===== config.mk =====
export PLATFORM = sky130hd
export DESIGN_NAME = led_fade_dimmer_with_off_timer
export DESIGN_NICKNAME = d
export VERILOG_FILES = /design/src/rtl/lfd_pkg.sv /design/src/rtl/lfd_core.sv /design/src/rtl/lfd_duty.sv /design/src/rtl/led_fade_dimmer_with_off_timer.sv
export VERILOG_INCLUDE_DIRS = /design/src /design/src/rtl
export SDC_FILE = /design/constraint.sdc
export NUM_CORES = 1
export LEC_CHECK = 0
export BUFFER_PORTS_ARGS = -buffer_cell sky130_fd_sc_hd__buf_2
export CAP_MARGIN = 20
export CORE_MARGIN = 10
export CORE_UTILIZATION = 30
export DETAILED_ROUTE_END_ITERATION = 8
export PLACE_DENSITY_LB_ADDON = 0.08
export SKIP_LAST_GASP = 1
export SYNTH_ARGS = -nofsm -noshare
export SYNTH_HDL_FRONTEND = slang
export SYNTH_SLANG_ARGS = --single-unit
export TNS_END_PERCENT = 5

===== constraint.sdc =====
create_clock -name i_clk -period 7.6 [get_ports i_clk]
set_clock_uncertainty 0.15 [all_clocks]
set_input_delay 1.52 -clock i_clk [delete_from_list [all_inputs] [get_ports i_clk]]
set_output_delay 1.52 -clock i_clk [all_outputs]
set_load 0.02 [all_outputs]

===== src/rtl/led_fade_dimmer_with_off_timer_macros.svh =====
// ----------------------------------------------------------------------------
// led_fade_dimmer_with_off_timer_macros
// Assertion macros shared by the dimmer RTL. Define ASSERT_OFF to drop them.
// ----------------------------------------------------------------------------
`ifndef LED_FADE_DIMMER_WITH_OFF_TIMER_MACROS_SVH
`define LED_FADE_DIMMER_WITH_OFF_TIMER_MACROS_SVH

`ifndef ASSERT_OFF

// Clocked assertion, disabled while reset is asserted (active low).
`define LFD_ASSERT(lbl, clk, rst_n, prop, msg) \
    lbl: assert property (@(posedge clk) disable iff (!rst_n) prop) else $error(msg);

// Clocked assertion that also holds through reset.
`define LFD_ASSERT_ALWAYS(lbl, clk, prop, msg) \
    lbl: assert property (@(posedge clk) prop) else $error(msg);

`else

`define LFD_ASSERT(lbl, clk, rst_n, prop, msg)
`define LFD_ASSERT_ALWAYS(lbl, clk, prop, msg)

`endif

`endif


===== src/rtl/lfd_pkg.sv =====
// ----------------------------------------------------------------------------
// lfd_pkg
// Types and constants of the LED fade dimmer with auto-off timer.
// ----------------------------------------------------------------------------
package lfd_pkg;

    typedef enum logic [2:0] {
        OP_TICK        = 3'd0,
        OP_SET_PERCENT = 3'd1,
        OP_SET_ABS     = 3'd2,
        OP_ON          = 3'd3,
        OP_OFF         = 3'd4,
        OP_TIMER_START = 3'd5,
        OP_LIGHT       = 3'd6
    } t_op;

    // configuration register indexes
    localparam logic [0:0] CFG_FADE_DELAY = 1'b0;
    localparam logic [0:0] CFG_LIGHT_THR  = 1'b1;

    localparam logic [7:0]  FADE_DELAY_RST = 8'd1;
    localparam logic [9:0]  LIGHT_THR_RST  = 10'd20;

    localparam logic [9:0]  LEVEL_FULL     = 10'd1000;
    localparam logic [6:0]  PERCENT_FULL   = 7'd100;
    localparam logic [9:0]  PERCENT_SCALE  = 10'd10;
    localparam logic [9:0]  MS_PER_SECOND  = 10'd1000;
    localparam logic [26:0] ELAPSED_MAX    = 27'h7FF_FFFF;
    localparam logic [7:0]  DELAY_CNT_MAX  = 8'd255;

    // x / 10 = (x * 205) >> 11, exact for x < 1029
    localparam logic [7:0]  DIV10_MUL      = 8'd205;
    // x / 1000 = (x * 1073742) >> 30, exact for x < 2^20
    localparam logic [20:0] DIV1000_MUL    = 21'd1073742;

    typedef struct packed {
        logic [2:0]  operation;
        logic [9:0]  level_request;
        logic [15:0] timer_seconds;
        logic [9:0]  light_sample;
    } t_in;

    typedef struct packed {
        logic [9:0]  pwm_duty;
        logic [9:0]  level_now;
        logic [6:0]  percent_now;
        logic        fade_finished;
        logic [15:0] timer_armed_seconds;
        logic        light_report_valid;
        logic [9:0]  light_reported;
    } t_out;

    // result fields after the state update, before the duty is computed
    typedef struct packed {
        logic [9:0]  level_now;
        logic [6:0]  percent_now;
        logic        fade_finished;
        logic [15:0] timer_armed_seconds;
        logic        light_report_valid;
        logic [9:0]  light_reported;
    } t_stage;

endpackage


===== src/rtl/lfd_core.sv =====
// ----------------------------------------------------------------------------
// lfd_core
// Dimmer state, configuration registers and the per-transaction update.
// Registers the updated result fields for the duty pipeline.
// ----------------------------------------------------------------------------
module lfd_core
    import lfd_pkg::*;
(
    input  logic        i_clk,
    input  logic        i_rst_n,
    input  logic        i_cfg_wr_en,
    input  logic [0:0]  i_cfg_index,
    input  logic [9:0]  i_cfg_wdata,
    input  logic        i_accept,
    input  t_in         i_in_data,
    input  logic        i_ready,
    output logic        o_valid,
    output t_stage      o_data
);

    logic [7:0]  r_fade_delay;
    logic [9:0]  r_light_thr;

    logic [9:0]  r_level,        n_level;
    logic [9:0]  r_target,       n_target;
    logic        r_step_down,    n_step_down;
    logic [6:0]  r_percent,      n_percent;
    logic [7:0]  r_fade_elapsed, n_fade_elapsed;
    logic [15:0] r_limit_s,      n_limit_s;
    logic [25:0] r_limit_ms,     n_limit_ms;
    logic [26:0] r_off_elapsed,  n_off_elapsed;
    logic [9:0]  r_light_last,   n_light_last;

    logic        r_valid;
    t_stage      r_stage;

    logic        finished;
    logic        reported;
    logic        fade_start;
    logic [9:0]  fade_to;
    logic [8:0]  cnt;
    logic [26:0] elapsed_inc;
    logic        expired;
    logic [9:0]  cur_step;
    logic [17:0] pct_prod;
    logic [6:0]  pct_req;
    logic [9:0]  abs_req;
    logic [9:0]  diff;

    always_ff @(posedge i_clk) begin
        if (!i_rst_n) begin
            r_fade_delay <= FADE_DELAY_RST;
            r_light_thr  <= LIGHT_THR_RST;
        end else if (i_cfg_wr_en) begin
            unique case (i_cfg_index)
                CFG_FADE_DELAY: r_fade_delay <= i_cfg_wdata[7:0];
                CFG_LIGHT_THR:  r_light_thr  <= i_cfg_wdata;
                default:        r_light_thr  <= r_light_thr;
            endcase
        end
    end

    always_comb begin
        n_level        = r_level;
        n_target       = r_target;
        n_step_down    = r_step_down;
        n_percent      = r_percent;
        n_fade_elapsed = r_fade_elapsed;
        n_limit_s      = r_limit_s;
        n_limit_ms     = r_limit_ms;
        n_off_elapsed  = r_off_elapsed;
        n_light_last   = r_light_last;
        finished       = 1'b0;
        reported       = 1'b0;
        fade_start     = 1'b0;
        fade_to        = '0;

        cnt         = {1'b0, r_fade_elapsed} + 9'd1;
        elapsed_inc = (r_off_elapsed < ELAPSED_MAX) ? r_off_elapsed + 27'd1 : r_off_elapsed;
        expired     = (r_limit_s != '0) && (elapsed_inc > {1'b0, r_limit_ms});
        cur_step    = r_step_down ? r_level - 10'd1 : r_level + 10'd1;
        pct_prod    = {8'd0, cur_step} * {10'd0, DIV10_MUL};
        pct_req     = (i_in_data.level_request > {3'd0, PERCENT_FULL}) ?
                      PERCENT_FULL : i_in_data.level_request[6:0];
        abs_req     = (i_in_data.level_request > LEVEL_FULL) ?
                      LEVEL_FULL : i_in_data.level_request;
        diff        = (i_in_data.light_sample >= r_light_last) ?
                      i_in_data.light_sample - r_light_last :
                      r_light_last - i_in_data.light_sample;

        unique case (i_in_data.operation)
            OP_TICK: begin
                if (r_limit_s != '0) begin
                    n_off_elapsed = elapsed_inc;
                end
                if (expired) begin
                    // timer ran out: fade to off, no step this tick
                    n_limit_s  = '0;
                    fade_start = 1'b1;
                    fade_to    = '0;
                end else begin
                    n_fade_elapsed = (cnt > {1'b0, DELAY_CNT_MAX}) ? DELAY_CNT_MAX : cnt[7:0];
                    if ((r_target != r_level) && (cnt > {1'b0, r_fade_delay})) begin
                        n_level        = cur_step;
                        n_fade_elapsed = '0;
                        if (r_target == cur_step) begin
                            n_percent = (r_target == LEVEL_FULL) ? PERCENT_FULL : pct_prod[17:11];
                            finished  = 1'b1;
                        end
                    end
                end
            end
            OP_SET_PERCENT: begin
                n_limit_s = '0;
                if (i_in_data.level_request != '0) begin
                    if (pct_req != r_percent) begin
                        fade_start = 1'b1;
                        fade_to    = 10'({3'd0, pct_req} * PERCENT_SCALE);
                    end
                end else if (r_percent != '0) begin
                    fade_start = 1'b1;
                end
            end
            OP_SET_ABS: begin
                n_limit_s = '0;
                if (i_in_data.level_request != '0) begin
                    if (abs_req != r_level) begin
                        fade_start = 1'b1;
                        fade_to    = abs_req;
                    end
                end else if (r_level != '0) begin
                    fade_start = 1'b1;
                end
            end
            OP_ON: begin
                n_limit_s  = '0;
                fade_start = 1'b1;
                fade_to    = LEVEL_FULL;
            end
            OP_OFF: begin
                n_limit_s  = '0;
                fade_start = 1'b1;
            end
            OP_TIMER_START: begin
                if (i_in_data.timer_seconds != '0) begin
                    if (r_percent == '0) begin
                        fade_start = 1'b1;
                        fade_to    = LEVEL_FULL;
                    end
                    n_limit_s     = i_in_data.timer_seconds;
                    n_limit_ms    = 26'({10'd0, i_in_data.timer_seconds} * {16'd0, MS_PER_SECOND});
                    n_off_elapsed = '0;
                end
            end
            OP_LIGHT: begin
                if (diff > r_light_thr) begin
                    n_light_last = i_in_data.light_sample;
                    reported     = 1'b1;
                end
            end
            default: begin
                // unused code: state unchanged
                reported = 1'b0;
            end
        endcase

        if (fade_start) begin
            n_target       = fade_to;
            n_step_down    = (fade_to < r_level);
            n_fade_elapsed = '0;
        end
    end

    always_ff @(posedge i_clk) begin
        if (!i_rst_n) begin
            r_level        <= '0;
            r_target       <= '0;
            r_step_down    <= 1'b0;
            r_percent      <= '0;
            r_fade_elapsed <= '0;
            r_limit_s      <= '0;
            r_limit_ms     <= '0;
            r_off_elapsed  <= '0;
            r_light_last   <= '0;
            r_valid        <= 1'b0;
        end else begin
            if (i_accept) begin
                r_level        <= n_level;
                r_target       <= n_target;
                r_step_down    <= n_step_down;
                r_percent      <= n_percent;
                r_fade_elapsed <= n_fade_elapsed;
                r_limit_s      <= n_limit_s;
                r_limit_ms     <= n_limit_ms;
                r_off_elapsed  <= n_off_elapsed;
                r_light_last   <= n_light_last;
            end
            if (i_ready || !r_valid) begin
                r_valid <= i_accept;
            end
        end
    end

    always_ff @(posedge i_clk) begin
        if (i_accept) begin
            r_stage.level_now           <= n_level;
            r_stage.percent_now         <= n_percent;
            r_stage.fade_finished       <= finished;
            r_stage.timer_armed_seconds <= n_limit_s;
            r_stage.light_report_valid  <= reported;
            r_stage.light_reported      <= n_light_last;
        end
    end

    assign o_valid = r_valid;
    assign o_data  = r_stage;

endmodule


===== src/rtl/lfd_duty.sv =====
// ----------------------------------------------------------------------------
// lfd_duty
// Two-stage duty pipeline: level squared, then divide by 1000 through a
// reciprocal multiply. The last stage is the output register.
// ----------------------------------------------------------------------------
module lfd_duty
    import lfd_pkg::*;
(
    input  logic        i_clk,
    input  logic        i_rst_n,
    input  logic        i_valid,
    input  t_stage      i_data,
    output logic        o_ready,
    output logic        o_out_valid,
    input  logic        i_out_stall,
    output t_out        o_out_data
);

    logic        r_v2;
    logic [19:0] r_square;
    t_stage      r_s2;
    logic        r_v3;
    t_out        r_out;

    logic        ready2;
    logic        ready3;
    logic [40:0] scaled;

    assign ready3  = !r_v3 || !i_out_stall;
    assign ready2  = !r_v2 || ready3;
    assign o_ready = ready2;
    assign scaled  = {21'd0, r_square} * {20'd0, DIV1000_MUL};

    always_ff @(posedge i_clk) begin
        if (!i_rst_n) begin
            r_v2 <= 1'b0;
            r_v3 <= 1'b0;
        end else begin
            if (ready2) begin
                r_v2 <= i_valid;
            end
            if (ready3) begin
                r_v3 <= r_v2;
            end
        end
    end

    always_ff @(posedge i_clk) begin
        if (i_valid && ready2) begin
            r_square <= {10'd0, i_data.level_now} * {10'd0, i_data.level_now};
            r_s2     <= i_data;
        end
        if (r_v2 && ready3) begin
            r_out.pwm_duty            <= scaled[39:30];
            r_out.level_now           <= r_s2.level_now;
            r_out.percent_now         <= r_s2.percent_now;
            r_out.fade_finished       <= r_s2.fade_finished;
            r_out.timer_armed_seconds <= r_s2.timer_armed_seconds;
            r_out.light_report_valid  <= r_s2.light_report_valid;
            r_out.light_reported      <= r_s2.light_reported;
        end
    end

    assign o_out_valid = r_v3;
    assign o_out_data  = r_out;

endmodule


===== src/rtl/led_fade_dimmer_with_off_timer.sv =====
// ----------------------------------------------------------------------------
// led_fade_dimmer_with_off_timer
// LED fade dimmer with auto-off timer and light-change reporter.
// ----------------------------------------------------------------------------
// Usage:
//   Input channel (i_in_valid / o_in_stall / i_in_data) carries one operation
//   per transaction: tick, set percent, set absolute, on, off, timer start or
//   light sample. Output channel (o_out_valid / i_out_stall / o_out_data)
//   returns exactly one result per input transaction, in order.
//   Config port: i_cfg_wr_en with i_cfg_index / i_cfg_wdata writes the fade
//   step delay (index 0) or the light threshold (index 1); write only idle.
//   Pipeline: the registered state update, then a square stage and a
//   reciprocal divide-by-1000 stage. Throughput: one transaction per cycle
//   while the output is not stalled.
//   Reset (i_rst_n low, synchronous): all dimmer state cleared, registers
//   back to delay 1 and threshold 20, pipeline empty.
//   Output stall: the result register holds; up to two more transactions are
//   taken into the pipeline, then o_in_stall rises until the output drains.
// ----------------------------------------------------------------------------
`include "led_fade_dimmer_with_off_timer_macros.svh"

module led_fade_dimmer_with_off_timer
    import lfd_pkg::*;
(
    input  logic        i_clk,
    input  logic        i_rst_n,
    input  logic        i_in_valid,
    output logic        o_in_stall,
    input  t_in         i_in_data,
    output logic        o_out_valid,
    input  logic        i_out_stall,
    output t_out        o_out_data,
    input  logic        i_cfg_wr_en,
    input  logic [0:0]  i_cfg_index,
    input  logic [9:0]  i_cfg_wdata
);

    logic   s1_valid;
    t_stage s1_data;
    logic   s1_ready;
    logic   core_ready;
    logic   accept;

    assign core_ready = !s1_valid || s1_ready;
    assign o_in_stall = !core_ready;
    assign accept     = i_in_valid && core_ready;

    lfd_core u_core (
        .i_clk       (i_clk),
        .i_rst_n     (i_rst_n),
        .i_cfg_wr_en (i_cfg_wr_en),
        .i_cfg_index (i_cfg_index),
        .i_cfg_wdata (i_cfg_wdata),
        .i_accept    (accept),
        .i_in_data   (i_in_data),
        .i_ready     (s1_ready),
        .o_valid     (s1_valid),
        .o_data      (s1_data)
    );

    lfd_duty u_duty (
        .i_clk       (i_clk),
        .i_rst_n     (i_rst_n),
        .i_valid     (s1_valid),
        .i_data      (s1_data),
        .o_ready     (s1_ready),
        .o_out_valid (o_out_valid),
        .i_out_stall (i_out_stall),
        .o_out_data  (o_out_data)
    );

    // input side only backs up when the whole pipeline is full and stalled
    `LFD_ASSERT(a_stall_needs_full, i_clk, i_rst_n, (o_in_stall |-> (o_out_valid && i_out_stall)), "input stalled while output not blocked")

    `LFD_ASSERT(a_level_range, i_clk, i_rst_n, (o_out_valid |-> (o_out_data.level_now <= LEVEL_FULL)), "level above full scale")

    `LFD_ASSERT(a_duty_le_level, i_clk, i_rst_n, (o_out_valid |-> (o_out_data.pwm_duty <= o_out_data.level_now)), "duty above level")

    `LFD_ASSERT(a_finish_percent, i_clk, i_rst_n, ((o_out_valid && o_out_data.fade_finished) |-> (({4'd0, o_out_data.percent_now} * 11'd10) <= {1'b0, o_out_data.level_now})), "settled percent inconsistent with level")

endmodule


Word-level counts from Yosys, hierarchy flattened
Index checks and enable logic that the tools add are counted.
{"block": "classes", "mux": 45, "n_lt_le_gt_ge": 9, "n_eq_ne": 14, "reduce_logical": 31, "add_sub_neg": 6, "bitwise": 3, "multipliers": 5}
{"op": "10-bit 2-to-1 mux", "count": 14}
{"op": "27-bit 2-to-1 mux", "count": 3}
{"op": "27-bit case mux with 2 select lines", "count": 1}
{"op": "16-bit case mux with 3 select lines", "count": 1}
{"op": "7-bit 2-to-1 mux", "count": 6}
{"op": "8-bit 2-to-1 mux", "count": 5}
{"op": "10-bit case mux with 4 select lines", "count": 1}
{"op": "20-bit by 20-bit multiplier with 39-bit output, second input constant", "count": 1}
{"op": "16-bit 2-to-1 mux", "count": 2}
{"op": "16-bit nonzero test", "count": 2}
{"op": "27-bit by 1-bit adder with 27-bit output, second input constant", "count": 1}
{"op": "27-bit by 26-bit > comparator with 1-bit output", "count": 1}
{"op": "27-bit less-than comparator, second input constant", "count": 1}
{"op": "16-bit by 7-bit multiplier with 23-bit output, second input constant", "count": 1}
{"op": "10-bit by 10-bit multiplier with 20-bit output", "count": 1}
{"op": "10-bit != test", "count": 2}
{"op": "10-bit nonzero test", "count": 2}
{"op": "10-bit subtractor", "count": 2}
{"op": "10-bit by 8-bit multiplier with 18-bit output, second input constant", "count": 1}
{"op": "1-bit 2-to-1 mux", "count": 11}
{"op": "10-bit by 1-bit adder with 10-bit output, second input constant", "count": 1}
{"op": "10-bit == test", "count": 1}
{"op": "10-bit == test, second input constant", "count": 1}
{"op": "10-bit greater-or-equal comparator", "count": 1}
{"op": "other kinds (29)", "count": 50}
{"block": "totals", "in_bits": 55, "out_inout_bits": 57, "regBits": 298, "word_cells": 147}

Depth between registers and ports, before layout
Gate-level depths: netlist of the first run.
{"block": "logic_depth", "word_depth": 8, "mapped_depth": 25, "ltp_nobuf": 24}

By module
Synthesis of the first run repeated with hierarchy kept, for this count alone.
{"block": "unflattened", "cells_unflattened": 2760, "area_unflattened_um2": 27118.5}
{"module": "lfd_core", "n_inst": 1, "seq_area_each_um2": 3973.8, "area_per_inst_um2": 15438.6, "cells_each": 1742}
{"module": "lfd_duty", "n_inst": 1, "seq_area_each_um2": 3583.4, "area_per_inst_um2": 11657.4, "cells_each": 1016}
{"module": "led_fade_dimmer_with_off_timer", "n_inst": 1, "seq_area_each_um2": 0.0, "area_per_inst_um2": 22.5, "cells_each": 2}

Least setup slack after synthesis of the first run
OpenSTA, ideal clock, no wires.
{"block": "synth_path", "path_type": "input-to-reg", "startpoint": "in i_in_data[0] (netlist bit)", "endpoint": "reg u_core.r_stage, in the netlist u_core.o_data[0], data pin", "slack_ns": 1.290, "setup_ns": 0.277, "n_path_buf": 2, "required_ns": 7.173, "stages": 24, "t_arrival_ns": 5.883, "path_cell_list": "inv_1 > ha_1 > inv_1 > fa_1 > a21o_1 > a21oi_1 > nor2_1 > o21a_1 > o311ai_0 > nand3_1 > o21ai_0 > buf_1 > mux2_2 > ha_1 > nor2b_1 > o21a_1 > o21a_1 > o21a_1 > o21a_1 > o21a_1 > o21ai_0 > a21boi_0 > clkbuf_1 > mux2i_1"}
{"block": "synth_between", "elab_chain_cells": 5, "elab_cells_between_ends": 7, "classes_between": "add/sub: 2; order compare: 2; mux: 3"}
{"item": "from (decl)", "line_no": "led_fade_dimmer_with_off_timer.sv:29", "text": "input t_in i_in_data,"}
{"item": "10-bit subtractor, or another cell as far along", "line_no": "lfd_core.sv:89", "text": "r_light_last - i_in_data.light_sample;"}
{"item": "10-bit 2-to-1 mux", "line_no": "lfd_core.sv:87", "text": "diff = (i_in_data.light_sample >= r_light_last) ?"}
{"item": "10-bit > comparator", "line_no": "lfd_core.sv:156", "text": "if (diff > r_light_thr) begin"}
{"item": "10-bit 2-to-1 mux (*)", "line_no": "lfd_core.sv:156"}
{"item": "10-bit 2-to-1 mux (*)", "line_no": "lfd_core.sv:91", "text": "unique case (i_in_data.operation)"}
{"item": "via u_core.n_light_last[0]", "line_no": "lfd_core.sv:32", "text": "logic [9:0] r_light_last, n_light_last;"}
{"item": "to (decl)", "line_no": "lfd_core.sv:35", "text": "t_stage r_stage;"}
Mark *: on every way through the listed nets, which the timed path passes. The rest lies on a longest branch.
A chain may end at the register's enable or synchronous reset.

Final worst setup path of the first run
{"block": "layout_path", "startpoint": "reg u_duty.r_square[7]", "endpoint": "reg u_duty.r_out, in the netlist u_duty.o_out_data[54], data pin"}
{"block": "layout_between", "elab_chain_cells": 1}
{"item": "from (decl)", "line_no": "lfd_duty.sv:20", "text": "logic [19:0] r_square;"}
{"item": "from (signal assigned)", "line_no": "lfd_duty.sv:50", "text": "r_square <= {10'd0, i_data.level_now} * {10'd0, i_data.level_now};"}
{"item": "20-bit by 20-bit multiplier with 39-bit output", "line_no": "lfd_duty.sv:32", "text": "assign scaled = {21'd0, r_square} * {20'd0, DIV1000_MUL};"}
{"item": "via u_duty.scaled[39]", "line_no": "lfd_duty.sv:27", "text": "logic [40:0] scaled;"}
{"item": "to (decl)", "line_no": "lfd_duty.sv:23", "text": "t_out r_out;"}
The timed path passes the listed nets, and every way through them passes these cells.

==> results of run 1 <==
-- cell type report --
type / count / share of cell area
diodes: 2 / 0.000169
clock buffers: 53 / 0.0365
clock inverters: 21 / 0.00952
inverters: 404 / 0.0513
multi-input cells: 1831 / 0.573
flip-flops and latches: 296 / 0.256
well taps: 1155 / 0.0489
repair buffers: 136 / 0.0253
-- cells by family (layout without fill, tap and decap cells) --
kind of cell,after synthesis,in the layout,synth area share
DFF,296,296,0.288
buffers and inverters,481,614,0.0695
adders and majority gates,605,605,0.347
AOI/OAI and AO/OA,437,437,0.115
xor gates and xnor gates,145,145,0.0483
and+or+nand+nor,576,576,0.109
other,2,9,0.000286
muxes,61,61,0.0241
-- worst min path at each step --
stage	from	end	slack, ns	cells past startpoint
2_1_floorplan	u_duty.r_s2[0]	u_duty.o_out_data[0]	0.25	0
3_3_place_gp	u_core.o_data[5]	u_duty.r_s2[5]	0.25	0
3_5_place_dp	u_duty.r_s2[20]	u_duty.o_out_data[20]	0.25	0
4_1_cts	u_core.o_data[27]	u_duty.r_s2[27]	0.26	0
5_1_grt	u_duty.r_s2[19]	u_duty.o_out_data[19]	0.27	0
6_report	u_core.o_data[27]	u_duty.r_s2[27]	0.26	0
-- through the flow --
step / utilization / hold slack (ns)
2_1_floorplan: - / 0.250
3_3_place_gp: 0.325 / 0.251
3_5_place_dp: 0.325 / 0.255
4_1_cts: 0.340 / 0.264
5_1_grt: 0.340 / 0.273
6_report: 0.340 / 0.262
-- metal layers --
metal	track usage	up-vias	routed length (µm)
li1	-	9164	-
met1	0.197	9009	33900
met2	0.240	313	33300
met3	0.0229	88	3140
met4	0.0344	8	1430
met5	0	-	51
-- power groups by stage --
stage / logic [mW] / registers, mW / clock network (mW)
final: 5.63 / 1.93 / 1.97
after global placement: 5.67 / 1.97 / 0
after detailed placement: 5.67 / 1.97 / 0
after CTS: 5.76 / 1.94 / 2.05
after floorplan: 4.17 / 1.94 / 0
after global routing: 6.60 / 1.95 / 2.12
-- registers in the layout, indices dropped and copies added, names as in the netlist --
| signal | count |
|---|---|
| u_duty.o_out_data | 55 |
| u_core.r_light_thr | 10 |
| u_core.o_data | 45 |
| u_core.r_off_elapsed | 27 |
| u_duty.o_out_valid | 1 |
| u_core.r_fade_elapsed | 8 |
| u_duty.r_square | 18 |
| u_duty.r_s2 | 45 |
| u_core.r_limit_s | 16 |
| u_core.o_valid | 1 |
| u_core.r_level | 10 |
| u_duty.r_v2 | 1 |
| u_core.r_target | 10 |
| u_core.r_step_down | 1 |
| u_core.r_light_last | 10 |
| u_core.r_limit_ms | 23 |
| u_core.r_percent | 7 |
| u_core.r_fade_delay | 8 |
-- placed cells by master (no fill, tap or decap), types with 10 or more instances in the layout --
cell type | Yosys | layout
clkbuf_16 | 0 | 40
nand3b_1 | 10 | 10
o21a_1 | 22 | 22
nor4_1 | 17 | 17
ha_1 | 400 | 400
clkbuf_1 | 64 | 10
dfxtp_1 | 133 | 133
mux2_2 | 10 | 10
edfxtp_1 | 163 | 163
or3_1 | 11 | 11
nor3_1 | 44 | 43
fa_1 | 205 | 205
o21bai_1 | 16 | 16
and4_1 | 11 | 11
nand2_1 | 180 | 180
a22o_1 | 38 | 38
buf_2 | 7 | 111
buf_4 | 1 | 24
and3_1 | 17 | 17
nand4_1 | 21 | 21
o211ai_1 | 19 | 19
a22oi_1 | 12 | 12
nor2_1 | 118 | 118
xor2_1 | 54 | 54
o21ai_0 | 44 | 44
nand3_1 | 43 | 43
a31oi_1 | 12 | 12
a21o_1 | 42 | 42
nand2b_1 | 14 | 14
mux2i_1 | 43 | 43
a211oi_1 | 17 | 17
xnor2_1 | 91 | 91
inv_1 | 402 | 402
nor2b_1 | 18 | 17
and2_1 | 41 | 41
a21oi_1 | 125 | 125
-- critical path: cells and delay by family, from the launching register on --
family                     cells  cell delay (ns)
AOI/OAI and AO/OA              7             2.34
adders and majority gates      8             3.31
and+or+nand+nor                1             0.05
xor gates and xnor gates       1             0.15
DFF                            1             0.57
==> impl_results.md, run 1 <==
* DP Wirelength at 56900 µm
* Antenna-violating nets left at 0
* Post-synth top flop: edfxtp_1
* Synth area leader: ha_1
* Io pins at 112
* Worst setup path class: reg2reg
* DR WL/cell at 18.4 µm
* Startpoint types: flop
* Root Buffer: clkbuf_16
* Combinational Power Share at 0.591
* Clk_lat worst skew at 0.57 ns
* Synth unique cells at 83
* Post-cts sizing count at 0
* Vias per cell at 4.77
* Worst Max-Slew Pin Slew at 1.07 ns
* Synth top area cells: ha_1, edfxtp_1, fa_1, dfxtp_1, inv_1
* Setup slack on the worst flop-to-flop path at 0.76 ns
* Vias in the first global route at 19700
* Post-DP Area at 28200 µm²
* Share of power burned in registers at 0.203
* Leakage power at 13.5 nW
* Int Pwr at 5.48 mW
* Max incr delay on CP at 0.57 ns
* Area grow syn2layout at 12.6%
* Net Sw Power at 4.05 mW
* Reg area at 7560 µm²
* Nets@finish at 3369
* Area taken by multi-input logic gates at 16900 µm²
* Total Routing Usage GR at 0.145
* Final WL at 71900 µm
* Fin crit share at 0.900
* RSZ-0062 raised after global routing: false
* PnR worst setup slack at 0.759 ns
* Die W at 316 µm
* Slew Limit Fails at 0
* Largest net degree at the start of global routing at 64
* Fin. Hold Viols at 0
* Postcts setup bufs at 0
* Arr. time, crit path at 7.00 ns
* Remaining global-route overflow at 0
* Antenna violations before repair at 15
* FF-to-FF End: u_duty.o_out_data[54]
* Tmin final at 6.84 ns
* Post-place setup slack at 0.659 ns
* Final instance area at 29600 µm²
* FF-to-FF Start: u_duty.r_square[7]
* Peak supply drop at 412 µV
* CTS Hold Buffers Added at 0
* #FFs+latches synth at 296
* DRC Markers at 0
* Register area share after synthesis at 0.288
* Rel. slew slack at 0.287
* Row cnt at 108
* Initial detailed-routing violation count at 1071
* Worst setup startpoint: u_duty.r_square[7]
* Layout cell share with drive strength beyond 1 at 0.0850
* Post-synth top area share at 0.190
* 1st-pass router iterations at 7
* Post-synth EDFFs at 163
* Most frequent cell after synthesis: inv_1
* Clock transition at the registers of the reported paths at 0.06 ns
* Clock Path Buffers at 3
* Setup TNS at 0 ns
* Fmax at 146 MHz
* List of most frequent post-synthesis cells: inv_1, ha_1, fa_1
* Die height at 316 µm
* Core Box Area at 86900 µm²
* Filler cells at 8827
* Initial Util at 0.302
* CTS Buf Count at 40
* Status: finished clean
* DP Cell Count at 3822
* YS warnings at 0
* CTS tree: yes
* Critical Path End: u_duty.o_out_data[54]
* Final setup fails at 0
* Ys async rst share at 0
* Clock power frac at 0.206
* Port bufs at 111
* # clock sinks at 296
* First-pass GRT wire length at 114000 µm
* Non-filler cells in the finished layout at 3898
* Sw Ratio at 0.425
* Syn Area/Cell at 10.1 µm²
* PwrDens at 322 nW/µm²
* CP endpoint kind: flop
* GPL Wtd Cong at 0.852
* DIE AREA at 99800 µm²
* Max-cap violations at 0
* Worst hold path type: reg2reg
* Via count at 18600
* Mapped Cells at 2603
* Netlist Area Pre-Place at 26300 µm²
* Worst path slowest cell: edfxtp_1
* Tot Pwr at 9.53 mW
* FF-to-FF path depth at 17
* # H-tree levels at 2
* Required time of the worst setup path at 7.76 ns
* CP Max Fanout at 6
* Crit path cell chain: ha_1 > ha_1 > fa_1 > fa_1 > fa_1 > fa_1 > ha_1 > ha_1 > a21oi_1 > nor2_1 > a211oi_1 > o221ai_1 > o41a_1 > a221o_1 > o41ai_1 > o211ai_1 > xnor2_1
Power figures use the tool's default switching activity.
==> inputs of run 2 (changes only) <==
--- a/config.mk
+++ b/config.mk
@@ -10,6 +10,7 @@
 export CAP_MARGIN = 20
 export CORE_MARGIN = 10
 export CORE_UTILIZATION = 30
+export CTS_BUF_LIST = sky130_fd_sc_hd__clkbuf_4
 export DETAILED_ROUTE_END_ITERATION = 8
 export PLACE_DENSITY_LB_ADDON = 0.08
 export SKIP_LAST_GASP = 1
==> run 2 against run 1 <==
Against the previous run: sequential power barely moved; utilization decreased by 0.25 points; wire length rose by 0.78%; fmax barely moved; critical path depth unchanged; clock power fell by 19%; worst hold slack lost 0.011 ns; sequential cell count is the same; sequential share of layout area grew 0.19 points; first-iteration DRC count rose by 1.4%.
==> impl_results.md, run 2 (synthesized netlist as in run 1, its figures left out) <==
* Status: finished clean
* Root Buffer: clkbuf_4
* Startpoint types: flop
* Fin. Hold Viols at 0 (unchanged)
* Antenna violations before repair at 16 (+1)
* Final setup fails at 0 (unchanged)
* Via count at 18900 (+1.7%)
* Clk_lat worst skew at 0.88 ns (+0.31 ns)
* Initial Util at 0.302 (unchanged)
* Port bufs at 111 (unchanged)
* Post-DP Area at 28200 µm² (unchanged)
* CTS tree: yes
* Fmax at 146 MHz (about the same)
* # clock sinks at 296 (unchanged)
* GRT met2 Usage at 0.240 (about the same)
* WHS Path Cells at 0 (unchanged)
* Worst setup path class: reg2reg
* Core Box Area at 86900 µm² (unchanged)
* Row cnt at 108 (unchanged)
* First-pass GRT wire length at 115000 µm (+0.70%)
* DP Wirelength at 56900 µm (unchanged)
* Initial detailed-routing violation count at 1086 (+1.4%)
* Peak supply drop at 423 µV (+2.6%)
* Vias per cell at 4.74 (-0.59%)
* Max reg flops at 55 (unchanged)
* 1st-pass router iterations at 5 (-2)
* Total Routing Usage GR at 0.147 (+0.00195)
* Postcts setup bufs at 0 (unchanged)
* Worst Max-Slew Pin Slew at 1.07 ns (-0.00293 ns)
* Layout cell share with drive strength beyond 1 at 0.110 (+0.0254)
* Fin crit share at 0.901 (about the same)
* Worst path slowest cell: edfxtp_1
* Commonest non-fill, non-tap cell in the layout: inv_1
* Area grow syn2layout at 11.7%
* Required time of the worst setup path at 8.05 ns (+0.29 ns)
* Setup slack on the worst flop-to-flop path at 0.75 ns (about the same)
* FF-to-FF path depth at 17 (unchanged)
* Remaining global-route overflow at 0 (unchanged)
* Slew Limit Fails at 0 (unchanged)
* Die height at 316 µm (unchanged)
* Clock Path Buffers at 3 (unchanged)
* Final hold slack at 0.251 ns (-0.0111 ns)
* Worst hold path type: reg2reg
* Io pins at 112 (unchanged)
* Rel. slew slack at 0.289 (+0.00195)
* Die W at 316 µm (unchanged)
* Max incr delay on CP at 0.57 ns (about the same)
* Tmin final at 6.85 ns (+0.00562 ns)
* Tot Pwr at 9.15 mW (-3.9%)
* Antenna-violating nets left at 0 (unchanged)
* Final instance area at 29400 µm² (-0.73%)
* Setup TNS at 0 ns (unchanged)
* Arr. time, crit path at 7.29 ns (+0.29 ns)
* DIE AREA at 99800 µm² (unchanged)
* Leakage power at 13.5 nW (+0.13%)
* DRC Markers at 0 (unchanged)
* DR WL/cell at 18.2 µm (-1.4%)
* CTS Buf Count at 90 (+130%)
* Grt met3 use at 0.0284 (+0.00555)
* Final WL at 72400 µm (+0.78%)
* # H-tree levels at 3 (+1)
* Vias in the first global route at 20100 (+2.0%)
* CP endpoint kind: flop
* Met1 Usage GRT at 0.195 (-0.00184)
* Nets@finish at 3419 (+1.5%)
* Clock transition at the registers of the reported paths at 0.07 ns (about the same)
* CP Max Fanout at 6 (unchanged)
* CTS Hold Buffers Added at 0 (unchanged)
* Gr busiest metal: met2
* PwrDens at 312 nW/µm² (-3.2%)
* Largest net degree at the start of global routing at 64 (unchanged)
* Post-cts sizing count at 0 (unchanged)
* Crit path cell chain: ha_1 > ha_1 > fa_1 > fa_1 > fa_1 > fa_1 > ha_1 > ha_1 > a21oi_1 > nor2_1 > a211oi_1 > o221ai_1 > o41a_1 > a221o_1 > o41ai_1 > o211ai_1 > xnor2_1
* Most frequent cells in the layout: inv_1, ha_1, fa_1, nand2_1, edfxtp_1
* Max-cap violations at 0 (unchanged)
* RSZ-0062 raised after global routing: false
* Reg with most FFs: u_duty.o_out_data
* GPL Wtd Cong at 0.852 (unchanged)
[run 2: layout make-up]
| type | count | area (µm²) |
|---|---|---|
| fillers | 8903 | 57500 |
| multi-input cells | 1831 | 16900 |
| flip-flops and latches | 296 | 7560 |
| inverters | 404 | 1520 |
| well taps | 1155 | 1450 |
| clock buffers | 130 | 976 |
| repair buffers | 136 | 747 |
| clock inverters | 28 | 160 |
| diodes | 6 | 15.0 |
[run 2: per-stage QoR]
step | std cells | util | worst slack (ns)
2_1_floorplan | 2608 | - | 1.29
3_3_place_gp | 3821 | 0.325 | 0.814
3_5_place_dp | 3822 | 0.325 | 0.659
4_1_cts | 3980 | 0.338 | 0.615
5_1_grt | 3985 | 0.338 | 0.360
6_report | 3986 | 0.338 | 0.754
[run 2: critical path: cells and delay by family (launching register included)]
family,cells,cell delay (ns)
AOI/OAI and AO/OA,7,2.35
xor gates and xnor gates,1,0.15
adders and majority gates,8,3.31
DFF,1,0.57
and+or+nand+nor,1,0.05
[run 2: path summary, 6_finish.rpt]
path / start / endpoint
min: u_duty.r_s2[34] / u_duty.o_out_data[34]
max: u_duty.r_square[7] / u_duty.o_out_data[54]
min reg2reg: u_duty.r_s2[34] / u_duty.o_out_data[34]
max reg2reg: u_duty.r_square[7] / u_duty.o_out_data[54]
[run 2: per-layer routing]
| metal | part of all wire | up-vias |
|---|---|---|
| met3 | 0.048 | 109 |
| met5 | 0.00052 | - |
| li1 | - | 9318 |
| met2 | 0.46 | 355 |
| met4 | 0.024 | 6 |
| met1 | 0.46 | 9101 |
[run 2: power breakdown]
group	switching, mW	total, mW	internal, mW
clock network	0.769	1.59	0.820
logic	3.17	5.63	2.46
registers	0.101	1.93	1.83
total	4.04	9.15	5.11
